## src/design/bbd_pkg.sv

```systemverilog
// ----------------------------------------------------------------------------
// bbd_pkg
// Shared types, constants and the color filter table for the bilinear
// Bayer demosaic.
// ----------------------------------------------------------------------------
package bbd_pkg;

  localparam int PIX_W       = 8;
  localparam int ROW_W       = 2 * PIX_W;   // line store word: {upper, middle}
  localparam int CFG_IDX_W   = 2;
  localparam int CFG_DATA_W  = 13;
  localparam int PHASE_W     = 3;
  localparam int IN_TDATA_W  = 8;
  localparam int OUT_TDATA_W = 32;

  localparam int DEF_MAX_WIDTH  = 4096;
  localparam int DEF_MAX_HEIGHT = 4096;

  localparam logic [CFG_DATA_W-1:0] RST_FRAME_WIDTH  = CFG_DATA_W'(1280);
  localparam logic [CFG_DATA_W-1:0] RST_FRAME_HEIGHT = CFG_DATA_W'(720);
  localparam logic [PHASE_W-1:0]    RST_FILTER_PHASE = '0;

  typedef enum logic [CFG_IDX_W-1:0] {
    CFG_FRAME_WIDTH  = 2'd0,
    CFG_FRAME_HEIGHT = 2'd1,
    CFG_FILTER_PHASE = 2'd2
  } cfg_reg_e;

  typedef enum logic {
    OP_PIXEL = 1'b0,
    OP_DRAIN = 1'b1
  } op_e;

  typedef enum logic [1:0] {
    COL_RED   = 2'd0,
    COL_GREEN = 2'd1,
    COL_BLUE  = 2'd2
  } colour_e;

  // Indexed by {phase[1:0], row lsb, column lsb}.
  localparam colour_e COLOUR_TABLE [16] = '{
    COL_RED,   COL_GREEN, COL_GREEN, COL_BLUE,   // RG
    COL_BLUE,  COL_GREEN, COL_GREEN, COL_RED,    // BG
    COL_GREEN, COL_RED,   COL_BLUE,  COL_GREEN,  // GR
    COL_GREEN, COL_BLUE,  COL_RED,   COL_GREEN   // GB
  };

  function automatic colour_e colour_of(input logic [1:0] phase, input logic oy,
                                        input logic ox);
    return COLOUR_TABLE[{phase, oy, ox}];
  endfunction

  // Request moving from the control stage into the window stage.
  typedef struct packed {
    logic             fwd;     // line store word comes from the last write
    logic             wr;      // update line stores
    logic             shift;   // shift a new column into the window
    logic             emit;    // produce an output pixel
    logic             pre;     // output uses the window before the shift
    logic             ox_lsb;
    logic             oy_lsb;
    logic             ledge;   // left neighbor replicated
    logic             redge;   // right neighbor replicated
    logic             top;     // top neighbor replicated
    logic             bedge;   // bottom neighbor replicated
    logic [PIX_W-1:0] pix;
  } bbd_s1_t;

  // Edge-resolved neighborhood of one output pixel.
  typedef struct packed {
    logic [PIX_W-1:0] ctr;
    logic [PIX_W-1:0] lm;
    logic [PIX_W-1:0] rm;
    logic [PIX_W-1:0] ct;
    logic [PIX_W-1:0] cb;
    logic [PIX_W-1:0] lt;
    logic [PIX_W-1:0] rt;
    logic [PIX_W-1:0] lb;
    logic [PIX_W-1:0] rb;
    logic             ox_lsb;
    logic             oy_lsb;
    logic             eof;
  } bbd_nbhd_t;

endpackage

```

## src/design/bbd_window.sv

```systemverilog
// ----------------------------------------------------------------------------
// bbd_window
// Line store read-modify-write with forwarding, window columns and
// edge-resolved neighborhood register.
// ----------------------------------------------------------------------------
module bbd_window import bbd_pkg::*; (
  input  logic             clk_i,
  input  logic             rst_ni,
  input  logic             s1_valid_i,
  input  bbd_s1_t          s1_i,
  input  logic [ROW_W-1:0] ram_rdata_i,
  output logic             ram_we_o,
  output logic [ROW_W-1:0] ram_wdata_o,
  output logic             win_ready_o,
  output logic             nb_valid_o,
  output bbd_nbhd_t        nb_o,
  input  logic             nb_ready_i
);

  typedef logic [2:0][PIX_W-1:0] col_t;   // rows top, middle, bottom

  col_t             win1_q, win2_q;
  col_t             new_col, lcol, ccol, rcol;
  logic [ROW_W-1:0] word, wdata_q;
  logic [1:0]       ti, bi;
  logic             fire;
  logic             nb_valid_q, nb_valid_d;
  bbd_nbhd_t        nb_q, nb_d;

  assign win_ready_o = !nb_valid_q || nb_ready_i;
  assign fire        = s1_valid_i && win_ready_o;

  assign word = s1_i.fwd ? wdata_q : ram_rdata_i;

  always_comb begin
    new_col[0] = word[ROW_W-1:PIX_W];
    new_col[1] = word[PIX_W-1:0];
    new_col[2] = s1_i.wr ? s1_i.pix : word[PIX_W-1:0];

    ccol = win2_q;
    lcol = s1_i.ledge ? win2_q : win1_q;
    if (s1_i.redge) begin
      rcol = win2_q;
    end else begin
      rcol = s1_i.pre ? win2_q : new_col;
    end
    ti = s1_i.top ? 2'd1 : 2'd0;
    bi = s1_i.bedge ? 2'd1 : 2'd2;

    nb_d.ctr    = ccol[1];
    nb_d.lm     = lcol[1];
    nb_d.rm     = rcol[1];
    nb_d.ct     = ccol[ti];
    nb_d.cb     = ccol[bi];
    nb_d.lt     = lcol[ti];
    nb_d.rt     = rcol[ti];
    nb_d.lb     = lcol[bi];
    nb_d.rb     = rcol[bi];
    nb_d.ox_lsb = s1_i.ox_lsb;
    nb_d.oy_lsb = s1_i.oy_lsb;
    nb_d.eof    = s1_i.redge && s1_i.bedge;

    if (fire && s1_i.emit) begin
      nb_valid_d = 1'b1;
    end else if (nb_ready_i) begin
      nb_valid_d = 1'b0;
    end else begin
      nb_valid_d = nb_valid_q;
    end
  end

  assign ram_we_o    = fire && s1_i.wr;
  assign ram_wdata_o = {word[PIX_W-1:0], s1_i.pix};

  always_ff @(posedge clk_i or negedge rst_ni) begin
    if (!rst_ni) begin
      win1_q     <= '0;
      win2_q     <= '0;
      nb_valid_q <= 1'b0;
    end else begin
      nb_valid_q <= nb_valid_d;
      if (fire && s1_i.shift) begin
        win1_q <= win2_q;
        win2_q <= new_col;
      end
    end
  end

  always_ff @(posedge clk_i) begin
    if (ram_we_o) begin
      wdata_q <= ram_wdata_o;
    end
    if (fire && s1_i.emit) begin
      nb_q <= nb_d;
    end
  end

  assign nb_valid_o = nb_valid_q;
  assign nb_o       = nb_q;

endmodule

```

## config.mk

```make
export PLATFORM = sky130hd
export DESIGN_NAME = bbd_window
export DESIGN_NICKNAME = d
export VERILOG_FILES = /design/src/design/bbd_pkg.sv /design/src/design/bbd_window.sv
export SDC_FILE = /design/constraint.sdc
export NUM_CORES = 1
export LEC_CHECK = 0
export BUFFER_PORTS_ARGS = -buffer_cell sky130_fd_sc_hd__buf_2
export CORE_ASPECT_RATIO = 0.9
export CORE_MARGIN = 5
export CORE_UTILIZATION = 45
export CTS_BUF_LIST = sky130_fd_sc_hd__clkbuf_4 sky130_fd_sc_hd__clkbuf_8
export CTS_CLUSTER_SIZE = 10
export DETAILED_ROUTE_END_ITERATION = 8
export PLACE_DENSITY = 0.68
export SLEW_MARGIN = 30
export SYNTH_ARGS = -nofsm -noshare
export SYNTH_HDL_FRONTEND = slang
export SYNTH_SLANG_ARGS = --single-unit
```

## constraint.sdc

```tcl
create_clock -name clk_i -period 5.6 [get_ports clk_i]
set_input_delay 0.84 -clock clk_i [delete_from_list [all_inputs] [get_ports clk_i]]
set_output_delay 0.84 -clock clk_i [all_outputs]
set_load 0.02 [all_outputs]
```

==> summary.txt <==
Clock network
  – Root Driver: clkbuf_8
  – CTS Buffer Depth: 2
  – Num CTS Buffers: 17
  – CTS tree: yes
  – Htree depth: 4
  – Post-CTS Setup Repair Bufs: 0
  – Clock-pin slew on the worst setup and hold paths: 80 ps
  – Skew-Pair Late Insertion Delay: 450 ps
  – Hold-fix buffers, CTS: 0
  – Post-cts resize count: 0
  – Clock sink count: 140

Timing
  – Post-route setup TNS: 0 ps
  – Fmax: 0.326 GHz
  – Final hold vios: 0
  – Setup violators final: 0
  – Worst Skew: 14.5 ps
  – RSZ-0062 raised after global routing: no
  – Worst slew margin: between 40% and 50%
  – Slew @ Worst Pin: 845 ps
  – Fin crit share: 54.8%
  – Max Slew Vio Count: 0
  – Final setup margin: around 2500 ps
  – WHS: 498 ps
  – Min Clock Period, post-route: 3070 ps

Worst setup path
  – Crit path DAT: between 2000 and 2500 ps
  – Cell mode on critical path: buf_2
  – Crit. End Element: output pin
  – Max incr delay on CP: 780 ps
  – R2R cell count: 4
  – Worst endpoint required time: 4760 ps
  – R2r setup slk: ~3500 ps
  – CP Launch Type: input port
  – Kind of critical path: input port to output pin
  – Origin of the critical flop-to-flop path: nb_valid_o
  – CP cell instances: buf_2 -> and3_1 -> buf_2
  – Slowest-stage cell, CP: and3_1
  – Max FO, Critical Path: 18
  – FF-to-FF End: nb_o[47]

Logic synthesis
  – Compound-Gate Fraction of Synth Area: 3.86%
  – Post-synth cell types: 28
  – Synth warnings: 0
  – Largest family of logic cells by synthesized area: multiplexers
  – Simple-Gate Fraction of Synth Area: between 3 and 4%
  – Syn_nets: about 420
  – Synth area leader: edfxtp_1
  – Top cells by area, synth: edfxtp_1, dfrtp_1, mux2_2
  – Xor/xnor cell area share of the yosys netlist: 0%
  – Mapped Cells: 380
  – Top-area cell type share of the netlist area: 43.9%
  – Sequential area share after synthesis: 63.7%
  – Synthesized area: 6220 um2
  – Avg Cell Area, Syn: around 16 um2
  – Synth Register Bits: 140
  – Mux cell area share after synthesis: 24.7%
  – Post-Synth Adder-Cell Area: 0%

Die
  – Die X: 134 um
  – # rows: 40
  – Core area: 13500 um2
  – Die Ht: 122 um
  – Initial core utilization: ~46%
  – IO Count: 133
  – Die area: 16300 um2

Place
  – Post-Place Worst Slack: 2490 ps
  – Routability cong.: around 0.83
  – Detailed Place HPWL: 9090 um
  – Post-DP Area: approximately 7000 um2
  – PortBufs: 132

GRT
  – Initial antenna violation count: 0
  – Vias in the first global route: 3666
  – Total Routing Usage GR: 17.5%
  – Pin count of the biggest net entering global routing: 50
  – First-pass GRT wire length: 21200 um
  – Total grt overflow: 0

Cells and area
  – Nets@finish: approximately 540
  – Register area: 3960 um2
  – Final core utilization: a little over half
  – Layout cells sized above 1: approximately 55%
  – Fillers: 1136
  – Area grow syn2layout: 17.2%
  – Multi-input gate area in the final layout: about 2000 um2
  – ANT cells: 0
  – Post-route cell area: 7290 um2

Power
  – Power per standard cell area: 369 nW/um2
  – P_leak: around 0.0030 uW
  – Peak VDD IR: 0.172 mV

Drt
  – 1st-pass router iterations: 4
  – DRC viols: 0
  – Via/cell ratio: 5.39
  – Antenna viol nets, final: 0
  – DR WL/cell: 20.3 um
  – Total number of vias: 3655
  – Final wirelength: 13700 um
  – Initial drt markers: approximately 310

Min path
  – Hold Path Class: input port to asynchronous set/reset pin

Status
  – Status: completed

Job
  – Max cap viols: 0
layout by cell type (no fill, tap or decap):
cell        netlist  layout
clkinv_2          0       2
mux2i_1          16      16
mux4_2            6       6
clkbuf_4          0       5
clkbuf_8          3      21
a221o_1           8       8
nand2_1          18      18
mux2_4            4       4
nand3_2           0       1
mux4_1            2       2
and2_1            1       1
mux2_2          100     100
dfrtp_1          49      49
nor2_4            0       1
buf_2             9     132
o21ai_0          24      24
buf_16            0       1
buf_4            17       4
bufinv_16         0       2
nor3_1            1       1
inv_4             0       1
or4bb_1           7       7
clkinvlp_4        0       1
or4bb_2           1       1
edfxtp_1         91      91
and3_1            1       1
a21oi_1           8       8
nand2b_1          1       1
nor2b_4           0       1
metal layers:
layer / share of wire (%) / routed length [um] / GRT usage [%] / vias to the layer above
met4: 0.62 / 85 / 6.43 / 0
met3: 7.3 / 1010 / 5.97 / 6
li1: - / - / - / 1679
met5: 0 / 0 / 0 / -
met2: 47 / 6470 / 25.8 / 154
met1: 45 / 6180 / 24.1 / 1816
layout make-up:
cell class,instances,share of cell area (%)
Sequential cell,140,54.3
Multi-Input combinational cell,201,27.3
Tap cell,168,2.88
Timing Repair Buffer,137,9.85
Clock inverter,6,1.15
Clock buffer,26,4.48
sequential cells by signal, indices dropped and copies added, names as in the netlist:
name,cells
ccol,24
nb_o,75
nb_valid_o,1
wdata_q,16
win1_q,24
cell families (layout without fill, tap and decap cells):
logic type,after synthesis,in the layout
compound gates,40,40
buf+inv,39,169
flops,140,140
mux,128,128
simple gates,33,33
worst max-delay path by stage:
stage / startpoint / endpoint / depth (start not counted)
after floorplan: nb_ready_i / nb_o[0] / 2
after global placement: s1_i[17] / ram_we_o / 3
after detailed placement: s1_i[17] / ram_we_o / 3
after CTS: s1_i[17] / ram_we_o / 3
after global routing: s1_i[17] / ram_we_o / 3
final: s1_i[17] / ram_we_o / 3
per-stage QoR:
stage	instances	power, uW
5_1_grt	678	2820
6_report	678	2690
3_5_place_dp	645	1890
2_1_floorplan	380	1730
3_3_place_gp	645	1870
4_1_cts	677	2720
synthesized netlist by cell type, drive strengths merged:
master and number:
nand2 18, mux2i 16, o21ai 24, a21oi 8
clkbuf 8, mux4 8, and3 1, nor3 1
nand3 1, nand2b 1, buf 31, nor2 1
dfrtp 49, and2 1, or4bb 8, nor2b 1
mux2 104, a221o 8, edfxtp 91
power breakdown:
part | switching, uW | total (uW) | internal [uW] | leakage [uW]
logic | 238 | 472 | 234 | 0.00131
clock network | 361 | 827 | 467 | 0.000215
registers | 108 | 1390 | 1280 | 0.00143
total | 707 | 2690 | 1980 | 0.00295
worst max-delay path, delay by kind of cell:
kind	cells	cell delay (ps)
buffers and inverters	2	600
and+or+nand+nor	1	780
Note: power is estimated with default switching activity, not from simulation.
