$ cat src/design/bbd_pkg.sv
// ----------------------------------------------------------------------------
// bbd_pkg
// Shared types, constants and the color filter table for the bilinear
// Bayer demosaic.
// ----------------------------------------------------------------------------
package bbd_pkg;

  localparam int PIX_W       = 8;
  localparam int ROW_W       = 2 * PIX_W;   // line store word: {upper, middle}
  localparam int CFG_IDX_W   = 2;
  localparam int CFG_DATA_W  = 13;
  localparam int PHASE_W     = 3;
  localparam int IN_TDATA_W  = 8;
  localparam int OUT_TDATA_W = 32;

  localparam int DEF_MAX_WIDTH  = 4096;
  localparam int DEF_MAX_HEIGHT = 4096;

  localparam logic [CFG_DATA_W-1:0] RST_FRAME_WIDTH  = CFG_DATA_W'(1280);
  localparam logic [CFG_DATA_W-1:0] RST_FRAME_HEIGHT = CFG_DATA_W'(720);
  localparam logic [PHASE_W-1:0]    RST_FILTER_PHASE = '0;

  typedef enum logic [CFG_IDX_W-1:0] {
    CFG_FRAME_WIDTH  = 2'd0,
    CFG_FRAME_HEIGHT = 2'd1,
    CFG_FILTER_PHASE = 2'd2
  } cfg_reg_e;

  typedef enum logic {
    OP_PIXEL = 1'b0,
    OP_DRAIN = 1'b1
  } op_e;

  typedef enum logic [1:0] {
    COL_RED   = 2'd0,
    COL_GREEN = 2'd1,
    COL_BLUE  = 2'd2
  } colour_e;

  // Indexed by {phase[1:0], row lsb, column lsb}.
  localparam colour_e COLOUR_TABLE [16] = '{
    COL_RED,   COL_GREEN, COL_GREEN, COL_BLUE,   // RG
    COL_BLUE,  COL_GREEN, COL_GREEN, COL_RED,    // BG
    COL_GREEN, COL_RED,   COL_BLUE,  COL_GREEN,  // GR
    COL_GREEN, COL_BLUE,  COL_RED,   COL_GREEN   // GB
  };

  function automatic colour_e colour_of(input logic [1:0] phase, input logic oy,
                                        input logic ox);
    return COLOUR_TABLE[{phase, oy, ox}];
  endfunction

  // Request moving from the control stage into the window stage.
  typedef struct packed {
    logic             fwd;     // line store word comes from the last write
    logic             wr;      // update line stores
    logic             shift;   // shift a new column into the window
    logic             emit;    // produce an output pixel
    logic             pre;     // output uses the window before the shift
    logic             ox_lsb;
    logic             oy_lsb;
    logic             ledge;   // left neighbor replicated
    logic             redge;   // right neighbor replicated
    logic             top;     // top neighbor replicated
    logic             bedge;   // bottom neighbor replicated
    logic [PIX_W-1:0] pix;
  } bbd_s1_t;

  // Edge-resolved neighborhood of one output pixel.
  typedef struct packed {
    logic [PIX_W-1:0] ctr;
    logic [PIX_W-1:0] lm;
    logic [PIX_W-1:0] rm;
    logic [PIX_W-1:0] ct;
    logic [PIX_W-1:0] cb;
    logic [PIX_W-1:0] lt;
    logic [PIX_W-1:0] rt;
    logic [PIX_W-1:0] lb;
    logic [PIX_W-1:0] rb;
    logic             ox_lsb;
    logic             oy_lsb;
    logic             eof;
  } bbd_nbhd_t;

endpackage

$ cat src/design/bbd_interp.sv
// ----------------------------------------------------------------------------
// bbd_interp
// Bilinear averages, color selection by filter phase, output register.
// ----------------------------------------------------------------------------
module bbd_interp import bbd_pkg::*; (
  input  logic                   clk_i,
  input  logic                   rst_ni,
  input  logic [PHASE_W-1:0]     filter_phase_i,
  input  logic                   nb_valid_i,
  input  bbd_nbhd_t              nb_i,
  output logic                   nb_ready_o,
  output logic                   m_axis_tvalid,
  input  logic                   m_axis_tready,
  output logic [OUT_TDATA_W-1:0] m_axis_tdata,
  output logic                   m_axis_tlast
);

  logic [PIX_W+1:0] cross_sum, diag_sum;
  logic [PIX_W:0]   horiz_sum, vert_sum;
  logic [PIX_W-1:0] cross_avg, diag, horiz, vert;
  logic [PIX_W-1:0] red_d, green_d, blue_d, red_q, green_q, blue_q;
  colour_e          col, ncol;
  logic             ov_q, eof_q, load;

  assign nb_ready_o = !ov_q || m_axis_tready;
  assign load       = nb_valid_i && nb_ready_o;

  always_comb begin
    cross_sum = (PIX_W+2)'(nb_i.lm) + (PIX_W+2)'(nb_i.rm) + (PIX_W+2)'(nb_i.ct)
              + (PIX_W+2)'(nb_i.cb) + (PIX_W+2)'(2);
    diag_sum  = (PIX_W+2)'(nb_i.lt) + (PIX_W+2)'(nb_i.rt) + (PIX_W+2)'(nb_i.lb)
              + (PIX_W+2)'(nb_i.rb) + (PIX_W+2)'(2);
    horiz_sum = (PIX_W+1)'(nb_i.lm) + (PIX_W+1)'(nb_i.rm) + (PIX_W+1)'(1);
    vert_sum  = (PIX_W+1)'(nb_i.ct) + (PIX_W+1)'(nb_i.cb) + (PIX_W+1)'(1);
    cross_avg = cross_sum[PIX_W+1:2];
    diag      = diag_sum[PIX_W+1:2];
    horiz     = horiz_sum[PIX_W:1];
    vert      = vert_sum[PIX_W:1];

    col  = colour_of(filter_phase_i[1:0], nb_i.oy_lsb, nb_i.ox_lsb);
    ncol = colour_of(filter_phase_i[1:0], nb_i.oy_lsb, ~nb_i.ox_lsb);

    red_d   = nb_i.ctr;
    green_d = nb_i.ctr;
    blue_d  = nb_i.ctr;
    if (!filter_phase_i[2]) begin
      case (col)
        COL_RED: begin
          green_d = cross_avg;
          blue_d  = diag;
        end
        COL_BLUE: begin
          green_d = cross_avg;
          red_d   = diag;
        end
        COL_GREEN: begin
          if (ncol == COL_RED) begin
            red_d  = horiz;
            blue_d = vert;
          end else begin
            blue_d = horiz;
            red_d  = vert;
          end
        end
        default: begin
        end
      endcase
    end
  end

  always_ff @(posedge clk_i or negedge rst_ni) begin
    if (!rst_ni) begin
      ov_q <= 1'b0;
    end else if (nb_ready_o) begin
      ov_q <= nb_valid_i;
    end
  end

  always_ff @(posedge clk_i) begin
    if (load) begin
      red_q   <= red_d;
      green_q <= green_d;
      blue_q  <= blue_d;
      eof_q   <= nb_i.eof;
    end
  end

  assign m_axis_tvalid = ov_q;
  // every item gives at most one pixel, so end of run is always set
  assign m_axis_tdata  = OUT_TDATA_W'({1'b1, blue_q, green_q, red_q});
  assign m_axis_tlast  = eof_q;

endmodule

$ cat config.mk
export PLATFORM = sky130hd
export DESIGN_NAME = bbd_interp
export DESIGN_NICKNAME = d
export VERILOG_FILES = /design/src/design/bbd_pkg.sv /design/src/design/bbd_interp.sv
export SDC_FILE = /design/constraint.sdc
export NUM_CORES = 1
export LEC_CHECK = 0
export BUFFER_PORTS_ARGS = -buffer_cell sky130_fd_sc_hd__buf_2
export CORE_MARGIN = 1
export CORE_UTILIZATION = 35
export DETAILED_ROUTE_END_ITERATION = 7
export SYNTH_ARGS = -nofsm -noshare
export SYNTH_HDL_FRONTEND = slang
export SYNTH_SLANG_ARGS = --single-unit
$ cat constraint.sdc
create_clock -name clk_i -period 2.1 [get_ports clk_i]
set_input_delay 0.21 -clock clk_i [delete_from_list [all_inputs] [get_ports clk_i]]
set_output_delay 0.21 -clock clk_i [all_outputs]
set_load 0.005 [all_outputs]
==> out/summary.txt, run 1 <==
Setup crit end kind -> register
largest net degree at the start of global routing -> 26
Compound-Gate Fraction of Synth Area -> 17.40%
worst path cell trace -> buf_6, fa_2, inv_2, fa_2, inv_2, ha_4, and3b_1, o211ai_1, a21oi_2, o21a_2, o21a_1, o31ai_2
post-DR wirelength/cell -> 13.11 um
post-route ant nets -> 0
Placement Setup Slack -> -0.8805 ns
Max Cap Viol -> 0
Finished Core Util -> 54.89%
syn avg cell area -> 8.711 um^2
max-slew violations -> 0
Layout area overhead -> 52.70%
#FFs+latches synth -> 26
largest family of logic cells by synthesized area -> adder cells
area leader, netlist -> edfxtp_1
Routed WL -> 9.935 mm
Mapped Area -> 3711 um^2
first-pass GRT wire length -> 16.68 mm
initial DRC count -> 89
I/O Pins -> 117
CTS Root Cell -> clkbuf_8
Fin. Hold Viols -> 0
GRT busiest layer -> met2
CORE AREA -> 10320 um^2
CTS Buf Count -> 3
Worst slew margin -> 53.11%
GRT met3 Usage -> 0.4991%
Synth Flop Type -> edfxtp_1
Hold Path Class -> input pin to register
total track usage -> 18.56%
drt via density -> 4.723
Critical Path AT -> 2.75 ns
Final Instance Count excl. Fillers -> 758
M1 GR Usage -> 23.96%
area share of the largest cell type after synthesis -> 20.23%
worst-case vdd ir drop -> 0.0003693 V
met2 usage -> 35.10%
Mapped Cells -> 426
vias in the first global route -> 3687
drt pass-1 iters -> 5
RePlAce Congestion -> 0.8355
status -> finished with violations
DIE HEIGHT -> 105.0 um
register area share after synthesis -> 20.90%
H-Tree Depth -> 1
ant diodes -> 0
Cell Rows -> 37
Hold Crit Depth -> 1
starting density of the core -> 35.95%
Finished Cell Area -> 5667 um^2
xor/xnor share of the synthesized area -> 4.484%
DR DRC count -> 0
Buffers on Ports -> 108
Final Setup Violations -> 24
final layout net count -> 777
EDFF count, synth -> 25
mux share of post-synthesis cell area -> 1.922%
Buf/Inv on CP -> 3
Max Fanout on Critical Path -> 4
Final period util -> 126.8%
count leader, synth -> inv_1
RSZ-0062 raised after global routing -> yes
Synth warnings -> 0
failing checks -> negative setup slack
placed cell count -> 750
CP startpoint kind -> input pin
Final WS setup -> -0.5623 ns
worst hold slack -> 0.1218 ns
routed vias -> 3580
share of layout cells above drive strength 1 -> 46.14%
PD cells -> 646.3 nW/um^2
critical path's slowest cell -> fa_2
critical path required time -> 2.19 ns
most frequent cells after synthesis -> inv_1 (98), ha_1 (40), fa_1 (32)
Highest Clock Rate -> 375.6 MHz
Die Area -> 11020 um^2
Congestion Overflow GR -> 0
CP max stage delay -> 0.56 ns
P_leak -> 2.818 nW
Adder-Cell Fraction of Synth Area -> 30.75%
Clock Latency Late Sink -> 0.26 ns
min Tclk post-route -> 2.662 ns
clock-pin slew on the worst setup and hold paths -> 0.08 ns
asr flop ratio synth -> 3.846%
cells on worst reg2reg path -> 3
chip width -> 105.0 um
Final HPWL DP -> 8.574 mm
Stages on worst setup path -> 12
CTS tree -> done
placed cell area -> 5225 um^2
Simple-Gate Fraction of Synth Area -> 12.14%
Least-Margin Pin Slew -> 0.7019 ns
clk sink count -> 26
initial antenna violation count -> 0
clock skew -> 0.0009505 ns
delay-heaviest family, CP -> adder cells
Worst Setup Path Type -> input pin to register
Clock Path Buffers -> 2
Synth cell types -> 51
largest cells by area after synthesis -> edfxtp_1 (20%), fa_1 (17%), ha_1 (13%), inv_1 (9.9%), a21oi_1 (3.0%)
cells in the final DEF, fill, tap and decap left out, drive strengths merged, types with 2 or more instances in the layout:
| master | Yosys | final |
|---|---|---|
| clkbuf | 4 | 4 |
| a221oi | 2 | 2 |
| edfxtp | 25 | 25 |
| a31oi | 4 | 4 |
| inv | 98 | 97 |
| ha | 40 | 40 |
| nand2b | 10 | 10 |
| xor2 | 9 | 9 |
| buf | 10 | 199 |
| o22ai | 3 | 3 |
| o21a | 11 | 11 |
| nor2 | 18 | 18 |
| nand4 | 3 | 3 |
| o221ai | 5 | 5 |
| o211ai | 10 | 10 |
| o21ai | 20 | 20 |
| or2 | 3 | 3 |
| conb | 2 | 8 |
| a21o | 4 | 4 |
| nor2b | 6 | 6 |
| o31ai | 2 | 2 |
| nor3 | 12 | 12 |
| nand3 | 3 | 3 |
| nand3b | 2 | 2 |
| fa | 32 | 32 |
| xnor2 | 10 | 10 |
| or3 | 2 | 2 |
| a32oi | 2 | 2 |
| mux2i | 6 | 6 |
| o21bai | 2 | 2 |
| nand2 | 28 | 28 |
| a21oi | 22 | 22 |
sequential cells by signal, indices dropped and copies added, names as in the netlist:
signal         cells
red_q              8
green_q            8
m_axis_tvalid      1
blue_q             8
m_axis_tlast       1
cells by family after synthesis:
kind of cell | after synthesis
buffers and inverters | 112
adders and majority gates | 72
muxes | 7
DFF | 26
and+or+nand+nor | 91
xor gates and xnor gates | 19
other | 2
AOI/OAI and AO/OA | 97
final cells by class:
type / instances / area, um^2
fill: 955 / 4657
multi-input combinational: 294 / 2975
clock buffer: 4 / 55.05
tap: 136 / 170.2
inverter: 98 / 386.6
timing repair buffer: 200 / 1304
sequential: 26 / 775.7
power by group:
part / switching (mW) / total, mW / internal, mW
combinational: 1.33 / 2.69 / 1.35
sequential: 0.0129 / 0.665 / 0.653
clock: 0.144 / 0.311 / 0.167
path summary, 6_finish.rpt:
kind	from	end	slack [ns]
setup / recovery	nb_i[43]	green_q[6]	-0.56
hold / removal	nb_i[0]	m_axis_tlast	0.12
setup reg to reg	m_axis_tvalid	red_q[4]	0.87
hold reg to reg	m_axis_tvalid	m_axis_tvalid	0.53
max in group asynchronous	rst_ni	m_axis_tvalid	1.77
min in group asynchronous	rst_ni	m_axis_tvalid	0.25
stage by stage:
step,total power [mW],TNS [ns]
2_1_floorplan,1.996,-8.103
3_3_place_gp,2.813,-16.46
3_5_place_dp,2.845,-17.58
4_1_cts,3.503,-9.129
5_1_grt,3.947,-11.55
6_report,3.662,-9.119
repair_timing:
| action | in CTS | in global routing |
|---|---|---|
| pin swaps | 41 | 22 |
| setup endpoints to repair | 24 | 24 |
| setup buffers | 3 | 2 |
| hold buffers | 1 | 0 |
| resized for setup | 53 | 20 |
| endpoints found under the hold margin | 1 | 0 |
layer usage:
metal	wire length, um	up-vias	part of all wire, %
met2	5333	82	54
met3	292	2	2.9
li1	-	1795	-
met1	4296	1701	43
met4	13	0	0.13
met5	0	-	0
worst register-to-register path: stages (launching register included):
cell,delay [ns]
dfrtp_1,0.38
nand2b_1,0.10
and2_1,0.13
buf_4,0.30
(Power assumes the default switching activity.)
==> inputs of run 2 (changes only) <==
--- a/config.mk
+++ b/config.mk
@@ -9,6 +9,7 @@
 export CORE_MARGIN = 1
 export CORE_UTILIZATION = 35
 export DETAILED_ROUTE_END_ITERATION = 7
+export PLACE_DENSITY = 0.67
 export SYNTH_ARGS = -nofsm -noshare
 export SYNTH_HDL_FRONTEND = slang
 export SYNTH_SLANG_ARGS = --single-unit
==> run 2 against run 1 <==
The flow still finishes with violations (negative setup slack). Cell area increased by 1.1%. Non-clock buffer count increased by 9. First-iteration DRC count increased by 4.5%. Cell count increased by 1.2%. Global-route usage increased by 0.31 points. Worst setup slack improved by 0.053 ns. Sequential share of layout area decreased by 0.15 points. Clock-buffer cell count decreased by 1. Core utilization increased by 0.62 points. Critical path type unchanged. Highest routed layer unchanged.
==> out/summary.txt, run 2 (synthesized netlist as in run 1, its figures left out) <==
status -> finished with violations
failing checks -> negative setup slack
clock skew -> 0.001129 ns
max-slew violations -> 0
DR DRC count -> 0
Buf/Inv on CP -> 4
CTS tree -> done
min Tclk post-route -> 2.610 ns
Layout area overhead -> 54.42%
Congestion Overflow GR -> 0
placed cell area -> 5280 um^2
CTS Root Cell -> clkbuf_8
CTS Buf Count -> 3
vias in the first global route -> 3753
commonest non-fill, non-tap cell in the layout -> buf_2
Crit Reg-Reg Endpoint -> green_q[2]
Cell Rows -> 37
hold_sp -> nb_i[0]
Final WS setup -> -0.5096 ns
Routed WL -> 10.20 mm
DIE HEIGHT -> 105.0 um
drt pass-1 iters -> 4
first-pass GRT wire length -> 16.85 mm
filler cell count in the final layout -> 905
post-DR wirelength/cell -> 13.30 um
routed vias -> 3593
Clock Latency Late Sink -> 0.27 ns
Setup crit end kind -> register
Fin. Hold Viols -> 0
worst hold slack -> 0.1167 ns
share of layout cells above drive strength 1 -> 46.28%
Final period util -> 124.3%
Final HPWL DP -> 8.541 mm
clock-pin slew on the worst setup and hold paths -> 0.09 ns
Regs by FF count -> blue_q (8), green_q (8), red_q (8)
ant diodes -> 0
clk sink count -> 26
Highest Clock Rate -> 383.2 MHz
RSZ-0062 raised after global routing -> yes
Worst slew margin -> 57.01%
worst path cell trace -> buf_6, fa_2, inv_2, fa_2, inv_2, ha_4, and3b_1, o211ai_1, buf_4, a21oi_4, o21a_1, o21a_1, o31ai_2
Max Cap Viol -> 0
I/O Pins -> 117
r2r startpoint -> m_axis_tvalid
total track usage -> 18.87%
Hold Path Class -> input pin to register
initial DRC count -> 93
P_leak -> 2.856 nW
critical path's slowest cell -> fa_2
largest net degree at the start of global routing -> 26
final layout net count -> 786
worst-case vdd ir drop -> 0.0003087 V
critical path required time -> 2.21 ns
initial antenna violation count -> 0
Clock Path Buffers -> 2
CP startpoint kind -> input pin
Buffers on Ports -> 108
chip width -> 105.0 um
total power -> 3.690 mW
Final Setup Violations -> 24
Hold Crit Depth -> 1
drt via density -> 4.684
cells on worst reg2reg path -> 3
FF-to-FF setup slack -> 0.84 ns
Die Area -> 11020 um^2
delay-heaviest family, CP -> adder cells
Least-Margin Pin Slew -> 0.6435 ns
starting density of the core -> 35.95%
most frequent cells in the layout -> buf_2 (104), buf_4 (94), inv_1 (80)
RePlAce Congestion -> 0.8418
Finished Cell Area -> 5731 um^2
Worst Setup Path Type -> input pin to register
PD cells -> 643.9 nW/um^2
Critical Path AT -> 2.72 ns
Worst Hold End -> m_axis_tlast
post-route ant nets -> 0
CP max stage delay -> 0.56 ns
H-Tree Depth -> 1
Max Fanout on Critical Path -> 4
CORE AREA -> 10320 um^2
-- run 2: layout make-up --
type                       count  area (um^2)  area share [%]
clock inverter                 1        3.754         0.06550
timing repair buffer         209         1365           23.82
multi-input combinational    294         2988           52.14
inverter                      98        386.6           6.747
sequential                    26        775.7           13.54
clock buffer                   3        41.29          0.7205
tap                          136        170.2           2.969
-- run 2: repair_timing --
item / in CTS / in global routing
hold buffers: 1 / 0
resized for setup: 46 / 28
buffers inserted: 2 / 2
pin swaps: 36 / 19
hold endpoints to repair: 1 / 0
setup endpoints to repair: 24 / 24
-- run 2: per-layer routing --
metal | wire (um) | track usage [%]
met1 | 4424 | 24.18
met5 | 0 | 0
met4 | 98 | 3.722
met3 | 422 | 1.622
met2 | 5256 | 34.53
-- run 2: report_power, final --
group          internal (mW)  total, mW  switching (mW)
Clock                  0.131      0.290           0.159
Sequential             0.653      0.667          0.0140
Combinational           1.37       2.73            1.36
-- run 2: worst max-delay path by stage --
stage / from / end / slack [ns] / cells after the start
3_5_place_dp: nb_i[35] / green_q[6] / -0.84 / 12
3_3_place_gp: nb_i[21] / blue_q[4] / -0.79 / 12
6_report: nb_i[35] / green_q[6] / -0.51 / 13
4_1_cts: nb_i[35] / green_q[6] / -0.53 / 12
5_1_grt: nb_i[21] / red_q[7] / -0.60 / 12
2_1_floorplan: nb_i[21] / blue_q[4] / -0.53 / 11
-- run 2: per-stage QoR --
stage               instances  TNS (ns)  util, %  setup WS, ns
global route              767    -10.85    55.51       -0.5954
floorplan                 432    -8.103        -       -0.5260
detailed placement        759    -17.26    51.15       -0.8423
CTS                       766    -8.695    54.14       -0.5284
finish                    767    -8.643    55.51       -0.5096
global placement          759    -16.60    51.15       -0.7876
