===== src/design/bbd_pkg.sv =====
// ----------------------------------------------------------------------------
// bbd_pkg
// Shared types, constants and the color filter table for the bilinear
// Bayer demosaic.
// ----------------------------------------------------------------------------
package bbd_pkg;

  localparam int PIX_W       = 8;
  localparam int ROW_W       = 2 * PIX_W;   // line store word: {upper, middle}
  localparam int CFG_IDX_W   = 2;
  localparam int CFG_DATA_W  = 13;
  localparam int PHASE_W     = 3;
  localparam int IN_TDATA_W  = 8;
  localparam int OUT_TDATA_W = 32;

  localparam int DEF_MAX_WIDTH  = 4096;
  localparam int DEF_MAX_HEIGHT = 4096;

  localparam logic [CFG_DATA_W-1:0] RST_FRAME_WIDTH  = CFG_DATA_W'(1280);
  localparam logic [CFG_DATA_W-1:0] RST_FRAME_HEIGHT = CFG_DATA_W'(720);
  localparam logic [PHASE_W-1:0]    RST_FILTER_PHASE = '0;

  typedef enum logic [CFG_IDX_W-1:0] {
    CFG_FRAME_WIDTH  = 2'd0,
    CFG_FRAME_HEIGHT = 2'd1,
    CFG_FILTER_PHASE = 2'd2
  } cfg_reg_e;

  typedef enum logic {
    OP_PIXEL = 1'b0,
    OP_DRAIN = 1'b1
  } op_e;

  typedef enum logic [1:0] {
    COL_RED   = 2'd0,
    COL_GREEN = 2'd1,
    COL_BLUE  = 2'd2
  } colour_e;

  // Indexed by {phase[1:0], row lsb, column lsb}.
  localparam colour_e COLOUR_TABLE [16] = '{
    COL_RED,   COL_GREEN, COL_GREEN, COL_BLUE,   // RG
    COL_BLUE,  COL_GREEN, COL_GREEN, COL_RED,    // BG
    COL_GREEN, COL_RED,   COL_BLUE,  COL_GREEN,  // GR
    COL_GREEN, COL_BLUE,  COL_RED,   COL_GREEN   // GB
  };

  function automatic colour_e colour_of(input logic [1:0] phase, input logic oy,
                                        input logic ox);
    return COLOUR_TABLE[{phase, oy, ox}];
  endfunction

  // Request moving from the control stage into the window stage.
  typedef struct packed {
    logic             fwd;     // line store word comes from the last write
    logic             wr;      // update line stores
    logic             shift;   // shift a new column into the window
    logic             emit;    // produce an output pixel
    logic             pre;     // output uses the window before the shift
    logic             ox_lsb;
    logic             oy_lsb;
    logic             ledge;   // left neighbor replicated
    logic             redge;   // right neighbor replicated
    logic             top;     // top neighbor replicated
    logic             bedge;   // bottom neighbor replicated
    logic [PIX_W-1:0] pix;
  } bbd_s1_t;

  // Edge-resolved neighborhood of one output pixel.
  typedef struct packed {
    logic [PIX_W-1:0] ctr;
    logic [PIX_W-1:0] lm;
    logic [PIX_W-1:0] rm;
    logic [PIX_W-1:0] ct;
    logic [PIX_W-1:0] cb;
    logic [PIX_W-1:0] lt;
    logic [PIX_W-1:0] rt;
    logic [PIX_W-1:0] lb;
    logic [PIX_W-1:0] rb;
    logic             ox_lsb;
    logic             oy_lsb;
    logic             eof;
  } bbd_nbhd_t;

endpackage


===== src/design/bbd_ctrl.sv =====
// ----------------------------------------------------------------------------
// bbd_ctrl
// Input position counters, per-item decisions and line store read issue.
// Holds the request register in front of the window stage.
// ----------------------------------------------------------------------------
module bbd_ctrl import bbd_pkg::*; #(
  parameter int MAX_WIDTH  = DEF_MAX_WIDTH,
  parameter int MAX_HEIGHT = DEF_MAX_HEIGHT,
  localparam int CW = (MAX_WIDTH > 1) ? $clog2(MAX_WIDTH) : 1,
  localparam int WW = $clog2(MAX_WIDTH + 1),
  localparam int HW = $clog2(MAX_HEIGHT + 1),
  localparam int RW = $clog2(MAX_HEIGHT + 2)
) (
  input  logic                  clk_i,
  input  logic                  rst_ni,
  input  logic [CFG_DATA_W-1:0] frame_width_i,
  input  logic [CFG_DATA_W-1:0] frame_height_i,
  input  logic                  s_axis_tvalid,
  output logic                  s_axis_tready,
  input  logic [IN_TDATA_W-1:0] s_axis_tdata,
  input  logic                  s_axis_tuser,
  input  logic                  win_ready_i,
  output logic                  ram_re_o,
  output logic [CW-1:0]         ram_raddr_o,
  output logic                  s1_valid_o,
  output bbd_s1_t               s1_o,
  output logic [CW-1:0]         s1_addr_o
);

  logic [WW-1:0] w_eff;
  logic [HW-1:0] h_eff;

  logic [CW-1:0] c_q, c_d;
  logic [RW-1:0] r_q, r_d;
  logic          s1_valid_q, s1_valid_d;
  bbd_s1_t       s1_q, s1_d;
  logic [CW-1:0] s1_addr_q;

  logic accept, is_drain, ignore, is_final, load, wrap;
  logic r_lt, r_gt, r_ge1, r_ge2, r_is1, r_is2;
  logic c_is0, c_is1, c_ge_w, w_is1;

  always_comb begin
    if (frame_width_i == '0) begin
      w_eff = WW'(1);
    end else if (32'(frame_width_i) > MAX_WIDTH) begin
      w_eff = WW'(MAX_WIDTH);
    end else begin
      w_eff = WW'(frame_width_i);
    end
    if (frame_height_i == '0) begin
      h_eff = HW'(1);
    end else if (32'(frame_height_i) > MAX_HEIGHT) begin
      h_eff = HW'(MAX_HEIGHT);
    end else begin
      h_eff = HW'(frame_height_i);
    end
  end

  assign s_axis_tready = !s1_valid_q || win_ready_i;
  assign accept        = s_axis_tvalid && s_axis_tready;
  assign is_drain      = (op_e'(s_axis_tuser) == OP_DRAIN);

  assign r_lt  = r_q < RW'(h_eff);
  assign r_gt  = r_q > RW'(h_eff);
  assign r_ge1 = r_q >= RW'(1);
  assign r_ge2 = r_q >= RW'(2);
  assign r_is1 = r_q == RW'(1);
  assign r_is2 = r_q == RW'(2);

  assign c_is0  = c_q == '0;
  assign c_is1  = c_q == CW'(1);
  assign c_ge_w = (WW+1)'(c_q) >= (WW+1)'(w_eff);
  assign wrap   = ((WW+1)'(c_q) + (WW+1)'(1)) >= (WW+1)'(w_eff);
  assign w_is1  = w_eff == WW'(1);

  assign ignore   = r_lt && is_drain;
  assign is_final = r_gt;
  assign load     = accept && !ignore;

  always_comb begin
    c_d = c_q;
    r_d = r_q;
    s1_d.fwd   = s1_valid_q && win_ready_i && s1_q.wr && (s1_addr_q == c_q);
    s1_d.pix   = s_axis_tdata[PIX_W-1:0];
    s1_d.wr    = r_lt && !is_final;
    s1_d.shift = !is_final;
    s1_d.pre   = is_final || c_is0;
    s1_d.emit  = is_final || (c_is0 ? r_ge2 : r_ge1);
    if (is_final || c_is0) begin
      // last pixel of the row before
      s1_d.ox_lsb = ~w_eff[0];
      s1_d.ledge  = w_is1;
      s1_d.redge  = 1'b1;
      s1_d.oy_lsb = r_q[0];
      s1_d.top    = r_is2;
      s1_d.bedge  = r_gt;
    end else begin
      s1_d.ox_lsb = ~c_q[0];
      s1_d.ledge  = c_is1;
      s1_d.redge  = c_ge_w;
      s1_d.oy_lsb = ~r_q[0];
      s1_d.top    = r_is1;
      s1_d.bedge  = !r_lt;
    end

    if (load) begin
      if (is_final) begin
        c_d = '0;
        r_d = '0;
      end else if (wrap) begin
        c_d = '0;
        r_d = r_q + RW'(1);
      end else begin
        c_d = c_q + CW'(1);
      end
    end

    if (load) begin
      s1_valid_d = 1'b1;
    end else if (win_ready_i) begin
      s1_valid_d = 1'b0;
    end else begin
      s1_valid_d = s1_valid_q;
    end
  end

  always_ff @(posedge clk_i or negedge rst_ni) begin
    if (!rst_ni) begin
      c_q        <= '0;
      r_q        <= '0;
      s1_valid_q <= 1'b0;
    end else begin
      c_q        <= c_d;
      r_q        <= r_d;
      s1_valid_q <= s1_valid_d;
    end
  end

  always_ff @(posedge clk_i) begin
    if (load) begin
      s1_q      <= s1_d;
      s1_addr_q <= c_q;
    end
  end

  assign ram_re_o    = load && !is_final;
  assign ram_raddr_o = c_q;
  assign s1_valid_o  = s1_valid_q;
  assign s1_o        = s1_q;
  assign s1_addr_o   = s1_addr_q;

endmodule


===== config.mk =====
export PLATFORM = sky130hd
export DESIGN_NAME = bbd_ctrl
export DESIGN_NICKNAME = d
export VERILOG_FILES = /design/src/design/bbd_pkg.sv /design/src/design/bbd_ctrl.sv
export SDC_FILE = /design/constraint.sdc
export NUM_CORES = 1
export LEC_CHECK = 0
export BUFFER_PORTS_ARGS = -buffer_cell sky130_fd_sc_hd__buf_2
export CAP_MARGIN = 15
export CORE_MARGIN = 1.5
export CORE_UTILIZATION = 45
export DETAILED_ROUTE_END_ITERATION = 12
export HOLD_SLACK_MARGIN = 0.03
export PLACE_DENSITY = 0.74
export SETUP_SLACK_MARGIN = 0.3
export SYNTH_ARGS = -nofsm -noshare
export SYNTH_HDL_FRONTEND = slang
export SYNTH_SLANG_ARGS = --single-unit

===== constraint.sdc =====
create_clock -name clk_i -period 3.7 [get_ports clk_i]
set_input_delay 0.555 -clock clk_i [delete_from_list [all_inputs] [get_ports clk_i]]
set_output_delay 0.555 -clock clk_i [all_outputs]
set_load 0.01 [all_outputs]

==> flow_summary.json, run 1 <==
{
  "die-area_um2": 9270,
  "synth_nets": 489,
  "seq_area_frac_synth_pct": 40.4,
  "io_buffers": 84,
  "ios": 85,
  "status": "complete, no violations",
  "fmax_ghz": 0.297,
  "p_sw_share_pct": 39.7,
  "vdd_drop_max_mv": 0.238,
  "max_cap_viol_count": 0,
  "core_um2": 8340,
  "vias": 3760,
  "grt_max_degree": 27,
  "via_per_inst": 6.01,
  "dp_hpwl_um": 8240,
  "fin_skew_ps": 9.66,
  "std_cell_rows": 33,
  "synth_top_area_share_pct": 23.8,
  "chipHeight_um": 96.3,
  "totalPowerFinal_mw": 2.78,
  "clock_latency_ps": 350,
  "rsz0062_at_grt": "no",
  "fin_crit_ps": 3360,
  "ys_seq_elements": 57,
  "hold_path_class": "in -> async",
  "finalCritPeriodShare_pct": 90.9,
  "wire_per_inst_um": 18.2,
  "crit_path_end_kind": "flop",
  "critPathKind": "reg -> reg",
  "setup_violations": 0,
  "synth_most_common_cell": "nand2_1",
  "critPathMaxFanout": 9,
  "synth_common_cells": "nand2_1, ha_1, edfxtp_1",
  "ctsRootBufferMaster": "clkbuf_8",
  "synthTopCellsByArea": "edfxtp_1, dfrtp_1, ha_1",
  "dr.pass1.iters": 5,
  "htree_levels": 3,
  "dieWidth_um": 96.3,
  "ys_warn_count": 0,
  "max_slew.worst_pin.slew_ps": 625,
  "grtUsageTotal_pct": 25.2,
  "tns_ps": 0,
  "dpl_worst_slack_ps": 16.6,
  "diodes": 0,
  "synth_async_sr_flop_share_pct": 45.6,
  "syn_inst": 407,
  "synth_edf_count": 31,
  "ant_nets": 0,
  "cts_buffer_depth": 2,
  "power_switching_mw": 1.10,
  "grt_pass1_vias": 3486,
  "drc": 0,
  "cts.sinks": 57,
  "leakage_nw": 2.29,
  "whs_ps": 210,
  "drt_iter0_drc": 209,
  "crit_arrival_ps": 3650,
  "synth_cell_types": 59,
  "gp_congestion": 0.962,
  "internal-power_mw": 1.68,
  "slew_viol_final": 0,
  "fin_ws_ps": 337,
  "antenna_found_initial": 0,
  "required_ps": 3990,
  "clkPwrFrac_pct": 24.6,
  "clk_pin_slew_ps": 80,
  "cts_tree": "yes",
  "worst_setup_path_start_kind": "flop",
  "power_frac_seq_pct": 33.6,
  "pwr-share-comb_pct": 41.8,
  "layout-drive-gt1-share_pct": 30.3,
  "hold_viol": 0,
  "relSlewSlack_pct": 58.3,
  "floorplan.initialDensity_pct": 46.9,
  "synthFlopType": "edfxtp_1",
  "cts_made_buffers": 9,
  "syn_area_per_cell_um2": 9.62,
  "grt.overflow.total": 0,
  "netlist_area_um2": 3920,
  "yosys.area.top_type": "edfxtp_1",
  "hold_buffers": 0,
  "area_growth_pct": 26.6,
  "p_per_area_nw_per_um2": 562,
  "fin_nets": 598,
  "grt_first_pass_wirelength_um": 17500,
  "wirelength_um": 11400
}
-- power by group through the flow --
| stage | clock (mW) | sequential (mW) | combinational [mW] |
|---|---|---|---|
| finish | 0.683 | 0.936 | 1.16 |
| global placement | 0 | 0.943 | 0.989 |
| global route | 0.716 | 0.948 | 1.29 |
| detailed placement | 0 | 0.946 | 1.03 |
| floorplan | 0 | 0.942 | 0.653 |
| CTS | 0.688 | 0.927 | 1.08 |
-- kinds of logic after synthesis --
group / share of synthesized area, %
muxes: 1.28
and+or+nand+nor: 19.5
buffers and inverters: 4.41
DFF: 40.4
adders and majority gates: 13.7
xor gates and xnor gates: 4.47
AOI/OAI and AO/OA: 16.2
-- path summary, 6_finish.rpt --
path	from	cells past startpoint	to	slack, ps
worst max-delay path	ram_raddr_o[2]	13	r_q[12]	340
worst min-delay path	rst_ni	1	r_q[8]	210
worst max register to register	ram_raddr_o[2]	13	r_q[12]	340
worst min register to register	r_q[12]	1	r_q[12]	580
max in group asynchronous	rst_ni	1	ram_raddr_o[0]	3030
min in group clk_i	s_axis_tdata[7]	1	s1_o[7]	370
-- layer usage --
metal | global-route usage (%) | vias up | part of all wire, %
met5 | 0 | - | 0
met3 | 4.58 | 38 | 6.1
met4 | 11.3 | 0 | 3.1
met2 | 41.1 | 168 | 48
met1 | 32.4 | 1815 | 43
li1 | - | 1739 | -
-- state kept, by name (all words and copies together) (netlist names) --
register and flops:
r_q 13, ram_raddr_o 12, s1_addr_o 12, s1_o 19, s1_valid_o 1
-- stage by stage --
| step | cells | util (%) | area, µm² |
|---|---|---|---|
| 6_report | 626 | 59.4 | 4950 |
| 2_1_floorplan | 407 | - | 3920 |
| 3_5_place_dp | 599 | 54.7 | 4560 |
| 5_1_grt | 626 | 59.4 | 4950 |
| 4_1_cts | 619 | 57.9 | 4830 |
| 3_3_place_gp | 599 | 54.7 | 4560 |
-- area by class of cell --
type | instances | area (µm²)
clock inverters | 7 | 103
multi-input cells | 310 | 2260
well taps | 105 | 131
clock buffers | 9 | 124
flip-flops and latches | 57 | 1590
inverters | 22 | 82.6
repair buffers | 116 | 673
fillers | 760 | 3390
-- layout by cell type (no fill, tap or decap), types with 3 or more instances in the layout --
master    synthesis  layout
inv_1            19      19
nor3_1            8       7
nor4b_2           0       3
ha_1             43      42
o31a_1            3       3
xnor2_1          14      14
mux2i_1           5       5
nor4_1            9       9
dfrtp_1          26      23
a31oi_1           7       6
o21ai_0          23      22
dfrtp_2           0       3
a21oi_1          23      23
buf_4             2      31
nand2_1          58      58
a22o_1            4       4
a21o_1            8       8
xor2_1            6       6
nand3_1          18      16
nor2_1            8       7
nand4_1          16      16
buf_2             5      84
clkbuf_8          0       9
a211oi_1          3       3
edfxtp_1         31      31
o22ai_1           3       3
and3_1            8       6
nand2b_1          3       3
-- repair_timing --
item | 4_1_cts | 5_1_grt
gates cloned | 0 | 0
resized for setup | 5 | 15
setup buffers | 4 | 7
setup endpoints to repair | 23 | 23
pin swaps | 1 | 7
-- critical path, cell delays in order (launching register included) --
cell	delay (ps)
dfrtp_1	390
buf_4	220
and3_4	240
nand3_4	100
nor3_4	200
and3_4	230
xor2_1	70
ha_1	360
nand4_4	150
a211oi_4	350
nand3_1	240
a211oi_1	390
nor4b_2	270
a21o_1	120
(Power assumes the default switching activity.)
==> run 2, diff against run 1 <==
--- a/config.mk
+++ b/config.mk
@@ -7,12 +7,15 @@
 export LEC_CHECK = 0
 export BUFFER_PORTS_ARGS = -buffer_cell sky130_fd_sc_hd__buf_2
 export CAP_MARGIN = 15
+export CORE_ASPECT_RATIO = 1.1
 export CORE_MARGIN = 1.5
 export CORE_UTILIZATION = 45
+export CTS_BUF_LIST = sky130_fd_sc_hd__clkbuf_8 sky130_fd_sc_hd__clkbuf_16
 export DETAILED_ROUTE_END_ITERATION = 12
 export HOLD_SLACK_MARGIN = 0.03
 export PLACE_DENSITY = 0.74
 export SETUP_SLACK_MARGIN = 0.3
+export SLEW_MARGIN = 20
 export SYNTH_ARGS = -nofsm -noshare
 export SYNTH_HDL_FRONTEND = slang
 export SYNTH_SLANG_ARGS = --single-unit
==> run 2 against run 1 <==
  * Flip-flop and latch count unchanged
  * Non-clock buffer count decreased by 12
  * Clock power is 2% lower
  * Largest power group unchanged
  * Critical path depth did not move
==> flow_summary.json, run 2 (synthesis results as in run 1) <==
{
  "fin_ws_ps": 455,
  "fmax_ghz": 0.308,
  "p_per_area_nw_per_um2": 552,
  "cts_buffer_depth": 2,
  "grtUsageTotal_pct": 22.7,
  "r2r_end": "r_q[12]",
  "dp_hpwl_um": 7820,
  "largest_reg_flops": 19,
  "cts_made_buffers": 9,
  "ios": 85,
  "grt_first_pass_wirelength_um": 16300,
  "max_cap_viol_count": 0,
  "rr_worst_depth": 13,
  "vdd_drop_max_mv": 0.203,
  "ctsRootBufferMaster": "clkbuf_8",
  "stdcell_count": 620,
  "final_core_utilization_pct": 57.6,
  "placed_cells": 598,
  "ant_nets": 0,
  "fin_skew_ps": 6.68,
  "totalPowerFinal_mw": 2.67,
  "io_buffers": 84,
  "drt_iter0_drc": 209,
  "fillers": 738,
  "dr.pass1.iters": 5,
  "grt.overflow.total": 0,
  "hold_buffers": 0,
  "tns_ps": 0,
  "dieWidth_um": 91.9,
  "hold_path_class": "in -> async",
  "std_cell_rows": 35,
  "clock_latency_ps": 350,
  "htree_levels": 3,
  "wire_per_inst_um": 16.5,
  "grt_max_degree": 27,
  "fin_nets": 586,
  "clk_pin_slew_ps": 70,
  "layout-drive-gt1-share_pct": 28.1,
  "fin_crit_ps": 3240,
  "r2r-start": "ram_raddr_o[0]",
  "area_growth_pct": 23.8,
  "core_um2": 8410,
  "worst_setup_path_start_kind": "flop",
  "max_slew.worst_pin.slew_ps": 660,
  "crit_arrival_ps": 3490,
  "whs_ps": 232,
  "critPathKind": "reg -> reg",
  "finalInstanceArea_um2": 4850,
  "leakage_nw": 2.23,
  "hold_viol": 0,
  "finalCritPeriodShare_pct": 87.7,
  "dpl_worst_slack_ps": 251,
  "layout_commonest_cell": "buf_2",
  "placed_area_um2": 4510,
  "chipHeight_um": 101,
  "status": "complete, no violations",
  "gp_congestion": 0.913,
  "floorplan.initialDensity_pct": 46.6,
  "critPathMaxFanout": 6,
  "final_cell_mix": "buf_2, nand2_1, ha_1",
  "antenna_found_initial": 0,
  "via_per_inst": 5.71,
  "ff2ff_setup_slack_ps": 460,
  "drc": 0,
  "cts.sinks": 57,
  "setup_violations": 0,
  "cts_tree": "yes",
  "grt_pass1_vias": 3372,
  "wirelength_um": 10200,
  "slew_viol_final": 0,
  "required_ps": 3950,
  "diodes": 0,
  "rsz0062_at_grt": "no",
  "vias": 3541,
  "crit_path_end_kind": "flop",
  "relSlewSlack_pct": 56.0,
  "die-area_um2": 9270
}
## run 2: changes by cell type in the layout (fill, tap and decap cells not counted), moves of 2 or more
| cell | previous run | this run |
|---|---|---|
| nand3_2 | 1 | 3 |
| nor4b_2 | 3 | 1 |
| buf_4 | 31 | 19 |
| nor4b_1 | 2 | 4 |
| o21ai_1 | 2 | 0 |
## run 2: cell type report
class | instances | area [µm²] | area share [%]
clock buffer | 9 | 124 | 2.56
clock inverter | 7 | 103 | 2.12
inverter | 22 | 82.6 | 1.70
multi-input combinational | 310 | 2230 | 46.1
sequential | 57 | 1580 | 32.7
tap | 111 | 139 | 2.87
timing repair buffer | 104 | 583 | 12.0
## run 2: worst max-delay path by stage
| stage | startpoint | to | slack, ps | cells after the start |
|---|---|---|---|---|
| 4_1_cts | ram_raddr_o[0] | r_q[2] | 340 | 13 |
| 3_5_place_dp | ram_raddr_o[0] | r_q[2] | 250 | 13 |
| 5_1_grt | ram_raddr_o[0] | r_q[12] | 290 | 13 |
| 2_1_floorplan | ram_raddr_o[0] | r_q[2] | 350 | 15 |
| 6_report | ram_raddr_o[0] | r_q[12] | 460 | 13 |
| 3_3_place_gp | ram_raddr_o[0] | r_q[2] | 270 | 13 |
## run 2: power breakdown
| part | internal (mW) | switching, mW | total (mW) | leakage (nW) |
|---|---|---|---|---|
| Sequential | 0.798 | 0.131 | 0.929 | 0.628 |
| Clock | 0.385 | 0.283 | 0.669 | 0.110 |
| Combinational | 0.443 | 0.634 | 1.08 | 1.49 |
| Total | 1.63 | 1.05 | 2.67 | 2.23 |
## run 2: critical path, stage by stage, from the launching register on
cell,delay (ps)
dfrtp_2,440
ha_4,190
and3_1,210
nand3_2,130
nor3_4,240
buf_4,160
xor2_1,150
ha_1,280
a21oi_1,210
o21ai_0,210
a22oi_1,420
a211oi_1,160
nor4b_2,190
a21o_1,150
## run 2: repair_timing
item                       in CTS  in global routing
cloned                          0                  0
setup buffers                   0                  6
pin swaps                       0                  4
hold endpoints to repair        0                  0
setup endpoints to repair       7                 23
resized for setup               2                 13
## run 2: metal layers
layer | vias to the layer above | global-route usage, % | wire length [µm]
met1 | 1685 | 28.0 | 4350
met2 | 120 | 39.8 | 5180
met3 | 17 | 4.60 | 522
met4 | 0 | 7.10 | 161
li1 | 1719 | - | -
met5 | - | 0 | 0
